==> src/rtl/m4xf_pkg.sv <==
// Shared constants and types for the 4x4 matrix transform engine.
`timescale 1ns / 1ps
`default_nettype none
package m4xf_pkg;

	localparam int DATA_W    = 32;
	localparam int IDX_W     = 4;
	localparam int FRAC_BITS = 16;
	localparam int PROD_W    = 2 * DATA_W;
	localparam int ACC_W     = PROD_W + 2;
	localparam int DEPTH     = 16;

	localparam logic [1:0] CMD_LOAD_A    = 2'd0;
	localparam logic [1:0] CMD_LOAD_B    = 2'd1;
	localparam logic [1:0] CMD_COMPOSE   = 2'd2;
	localparam logic [1:0] CMD_TRANSFORM = 2'd3;

	localparam logic KIND_VEC  = 1'b0;
	localparam logic KIND_ELEM = 1'b1;

	localparam logic [IDX_W-1:0] ELEM_LAST = 4'd15;
	localparam logic [1:0]       LANE_LAST = 2'd3;

	localparam logic signed [DATA_W-1:0] Q_ONE   = DATA_W'(1) << FRAC_BITS;
	localparam logic signed [DATA_W-1:0] SAT_MAX = {1'b0, {(DATA_W-1){1'b1}}};
	localparam logic signed [DATA_W-1:0] SAT_MIN = {1'b1, {(DATA_W-1){1'b0}}};

	typedef struct packed {
		logic                     we;
		logic [IDX_W-1:0]         addr;
		logic signed [DATA_W-1:0] data;
	} m4xf_wr_t;

	typedef struct packed {
		logic             first;
		logic             fin;
		logic [IDX_W-1:0] idx;
	} m4xf_tag_t;

	typedef struct packed {
		logic                     valid;
		logic [IDX_W-1:0]         idx;
		logic signed [DATA_W-1:0] value;
		logic                     ovf;
	} m4xf_dot_t;

endpackage
`default_nettype wire

==> src/rtl/m4xf_mac.sv <==
// Shared multiply-accumulate unit with arithmetic shift and saturation.
`timescale 1ns / 1ps
`default_nettype none
module m4xf_mac
	import m4xf_pkg::*;
(
	input  wire                       clk,
	input  wire                       arst_n,
	input  wire                       issue,
	input  m4xf_tag_t                 tag,
	input  wire signed [DATA_W-1:0]   a_op,
	input  wire signed [DATA_W-1:0]   b_op,
	output m4xf_dot_t                 dot
);

	logic signed [PROD_W-1:0] prod;
	logic signed [PROD_W-1:0] prod_s1;
	m4xf_tag_t                tag_s1;
	logic                     vld_s1;
	logic signed [ACC_W-1:0]  acc_s2;
	logic [IDX_W-1:0]         idx_s2;
	logic                     vld_s2;
	logic signed [ACC_W-1:0]  shifted;
	logic [ACC_W-DATA_W:0]    upper;
	logic                     fits;
	logic                     vld_s3;
	logic [IDX_W-1:0]         idx_s3;
	logic signed [DATA_W-1:0] val_s3;
	logic                     ovf_s3;

	assign prod = a_op * b_op;

	always_ff @(posedge clk or negedge arst_n) begin
		if (!arst_n) begin
			vld_s1 <= 1'b0;
			vld_s2 <= 1'b0;
			vld_s3 <= 1'b0;
		end else begin
			vld_s1 <= issue;
			vld_s2 <= vld_s1 && tag_s1.fin;
			vld_s3 <= vld_s2;
		end
	end

	assign shifted = acc_s2 >>> FRAC_BITS;
	assign upper   = shifted[ACC_W-1:DATA_W-1];
	assign fits    = (&upper) || !(|upper);

	always_ff @(posedge clk) begin
		prod_s1 <= prod;
		tag_s1  <= tag;
		if (vld_s1) begin
			acc_s2 <= tag_s1.first ? ACC_W'(prod_s1) : acc_s2 + ACC_W'(prod_s1);
			idx_s2 <= tag_s1.idx;
		end
		idx_s3 <= idx_s2;
		ovf_s3 <= !fits;
		if (fits) begin
			val_s3 <= shifted[DATA_W-1:0];
		end else begin
			val_s3 <= acc_s2[ACC_W-1] ? SAT_MIN : SAT_MAX;
		end
	end

	assign dot = {vld_s3, idx_s3, val_s3, ovf_s3};

endmodule
`default_nettype wire
==> config.mk <==
export PLATFORM = sky130hd
export DESIGN_NAME = m4xf_mac
export DESIGN_NICKNAME = d
export VERILOG_FILES = /design/src/rtl/m4xf_pkg.sv /design/src/rtl/m4xf_mac.sv
export SDC_FILE = /design/constraint.sdc
export NUM_CORES = 2
export LEC_CHECK = 0
export ABC_AREA = 1
export ABC_CLOCK_PERIOD_IN_PS = 3900
export BUFFER_PORTS_ARGS = -buffer_cell sky130_fd_sc_hd__buf_2
export CAP_MARGIN = 20
export CORE_ASPECT_RATIO = 0.6
export CORE_UTILIZATION = 39
export CTS_BUF_LIST = sky130_fd_sc_hd__clkbuf_4 sky130_fd_sc_hd__clkbuf_8
export DETAILED_ROUTE_END_ITERATION = 7
export SYNTH_ARGS = -nofsm -noshare
export SYNTH_HDL_FRONTEND = slang
export SYNTH_SLANG_ARGS = --single-unit
==> constraint.sdc <==
create_clock -name clk -period 3.9 [get_ports clk]
set_input_delay 0.78 -clock clk [delete_from_list [all_inputs] [get_ports clk]]
set_output_delay 0.78 -clock clk [all_outputs]
set_load 0.005 [all_outputs]
==> impl_metrics.toml <==
[logic_synthesis]
async_reset_ff_share_pct = 1.667
seq_area_frac_synth_pct = 8.815
syn_nets = 7739
synth-edff-count = 70
synthCells = 6334
synth_seq_cells = 180
synth-main-ff-cell = "dfxtp_1"
syn_area_per_cell_sq_um = 7.736
yosysWarnings = 0
ys_types = 46
synth_area_sq_mm = 0.04900

[run_status]
violations = "negative setup slack"
outcome = "complete, but fails checks"

[finish]
area_growth_pct = 27.91
multiInputGateArea_sq_mm = 0.04059
drive_gt1_share_pct = 23.44
ff_latch_area_sq_mm = 0.004322
fill_cells = 11730
nets = 8359

[global_routing]
antenna_found_initial = 3
grt_use_total_pct = 28.01
overflow = 0
grt_first_pass_wirelength_um = 268500
grt_max_degree = 58
grt_pass1_vias = 43370

[hold_path]
worst_hold_path_type = "primary input to flip-flop"
min-delay-start = "tag[1]"
min_path_cells = 1
whs_endpoint = "tag_s1[1]$_DFF_P_"

[routing]
dr.pass1.iters = 6
final_antenna_net_count = 0
drtIter0Drc = 4135
wl_um = 175700
via_per_inst = 4.916
drc = 0
vias = 42530
wl_per_cell_um = 20.31

[floorplan]
io_pins = 111
initial_utilization_pct = 39.44
rows = 100
die_area_sq_mm = 0.1271
die_y_um = 276.6
dieWidth_um = 459.6
core_sq_mm = 0.1242

[cts]
cts_tree = "yes"
clockBufferDepth = 2
cts_inserted_buffers = 17
root_buffer = "clkbuf_8"
clkTransAtPathRegs_ps = 110
clkLatencyLatePin_ps = 560
h-tree-depth = 4
clock-sinks = 180

[timing]
worst_slew_pin_slew_ps = 833.0
post-route-min-period_ps = 6846
maxSlewViolCount = 0
worst_slack_ps = -2946
fin_crit_sh_pct = 175.5
setup_violations = 57
hold_violations = 0
fin_skew_ps = 26.16
rsz0062_at_grt = "yes"
fmaxAchievable_mhz = 146.1
relSlewSlack_pct = 44.33

[place]
place_ws_ps = -3847
gp_congestion = 0.9910
dp_hpwl_um = 144800
portBuffers = 110

[setup_path]
cp_top_family = "adder cells"
r2r-start = "acc_s2[49]$_DFFE_PP_"
crit_path_max_fanout = 8
cp_num_buf_inv = 10
cp.arrival_ps = 7330
rrSetupSlack_ps = 710
r2r_cells = 12
cp_common_cell = "fa_1"
cp-end-kind = "flip-flop"
worst-setup-path-type = "primary input to flip-flop"
r2r-end = "acc_s2[58]$_DFFE_PP_"
cp_slowest_cell = "fa_2"
critPathMaxStageDelay_ps = 710
worstSetupStartpointType = "primary input"
timing.critical_path.required_ps = 4390

[run]
drv_cap = 0
==> layout make-up <==
type	count	area share, %
multi-input combinational	4070	64.77
timing repair buffer	816	13.15
inverter	1869	11.24
sequential	180	6.895
tap	1683	3.360
clock buffer	17	0.3733
clock inverter	15	0.2076
antenna	1	0.003993
==> synthesized netlist by cell type, types with 3 or more instances <==
cell / instances / area (sq um)
a21boi_0: 6 / 45.04
a21o_1: 5 / 37.54
a21oi_1: 166 / 830.8
a21oi_2: 9 / 78.83
a31oi_1: 9 / 56.30
buf_2: 3 / 15.01
clkbuf_1: 208 / 780.8
dfrtp_1: 3 / 75.07
dfxtp_1: 107 / 2142
edfxtp_1: 70 / 2102
fa_1: 1083 / 21680
ha_1: 249 / 3115
inv_1: 1857 / 6970
inv_2: 12 / 45.04
nand2_1: 1702 / 6389
nand2_2: 25 / 156.4
nand3_1: 132 / 660.6
nand3_2: 6 / 60.06
nand3b_1: 22 / 165.2
nand4_1: 27 / 168.9
nor2_1: 274 / 1028
nor2_2: 30 / 187.7
nor2_4: 6 / 67.56
nor3_1: 17 / 85.08
nor4_1: 10 / 62.56
nor4_2: 4 / 50.05
o211ai_1: 3 / 22.52
o211ai_2: 3 / 37.54
o21a_1: 12 / 90.09
o21ai_0: 121 / 605.6
o21ai_1: 10 / 50.05
o21ai_2: 3 / 26.28
o21bai_1: 28 / 210.2
o31ai_1: 6 / 45.04
or2_1: 8 / 50.05
or2_2: 21 / 131.4
xnor2_1: 23 / 201.4
xor2_1: 42 / 367.9
==> layer usage <==
metal  global-route usage [%]  wire (um)  up-vias
met2                    36.71      66060     1866
li1                         -          -    19300
met4                    2.753       1470        0
met1                    46.42      87660    21260
met5                        0          0        -
met3                    6.911      20520      107
==> worst max path at each step <==
stage / start / endpoint / slack, ps / cells past startpoint
after CTS: a_op[31] / prod_s1[56]$_DFF_P_ / -2880 / 30
after floorplan: a_op[31] / prod_s1[56]$_DFF_P_ / -3370 / 28
final: a_op[31] / prod_s1[47]$_DFF_P_ / -2950 / 27
after detailed placement: b_op[3] / prod_s1[53]$_DFF_P_ / -3850 / 25
after global routing: a_op[31] / prod_s1[60]$_DFF_P_ / -3060 / 30
after global placement: b_op[3] / prod_s1[53]$_DFF_P_ / -3840 / 25
==> logic make-up (layout without fill, tap and decap cells) <==
logic type	Yosys count	count (layout)	share of synthesized area (%)
flip-flops	180	180	8.815
adder cells (fa/ha/maj)	1332	1332	50.61
AO/OA/AOI/OAI	383	383	4.395
other	0	1	0
buffers and inverters	2084	2717	15.99
AND/OR/NAND/NOR	2290	2290	19.04
XOR/XNOR	65	65	1.162
==> state kept, by name, summed over array words and instances, names as in the netlist, 4 cells and up <==
| register | count |
|---|---|
| acc_s2 | 66 |
| idx_s2 | 4 |
| idx_s3 | 4 |
| prod_s1 | 64 |
| tag_s1 | 6 |
| val_s3 | 32 |
==> cell usage in the layout (no fill, tap or decap), types with 22 or more instances in the layout <==
cell type and count:
buf_12 96, nand2_4 66, nor2_2 46, inv_1 1727, ha_1 179, buf_4 502, nand2_1 1584, nor2_1 189
fa_2 98, fa_1 985, buf_2 69, nand4_1 27, buf_6 105, nor2_4 75, nand2_2 73, a21oi_2 29
edfxtp_1 70, ha_4 68, nand3_1 111, xor2_1 32, a21oi_1 105, nand3b_1 22, inv_2 130, a21oi_4 41
o21ai_0 80, dfxtp_1 106
==> stage by stage <==
stage / std cells / hold slack [ps] / cell area, sq um / util [%] / setup TNS, ps
4_1_cts: 8614 / 264.6 / 61100 / 49.18 / -139780
2_1_floorplan: 6334 / 323.3 / 50750 / - / -139850
6_report: 8651 / 331.5 / 62670 / 50.44 / -142570
3_3_place_gp: 8482 / 324.2 / 57170 / 46.01 / -191940
5_1_grt: 8651 / 277.6 / 62670 / 50.44 / -149450
3_5_place_dp: 8482 / 327.9 / 57170 / 46.01 / -193660
==> what timing repair did <==
action,4_1_cts,5_1_grt
setup endpoints to repair,59,58
hold endpoints to repair,3,0
hold buffers,1,0
resized for setup,641,336
setup buffers,86,35
pin swaps,283,218
gates cloned,21,6
Power is left out: the tool's default activity adds up to more than one toggle a clock period on the data nets, which glitch-free logic cannot reach.
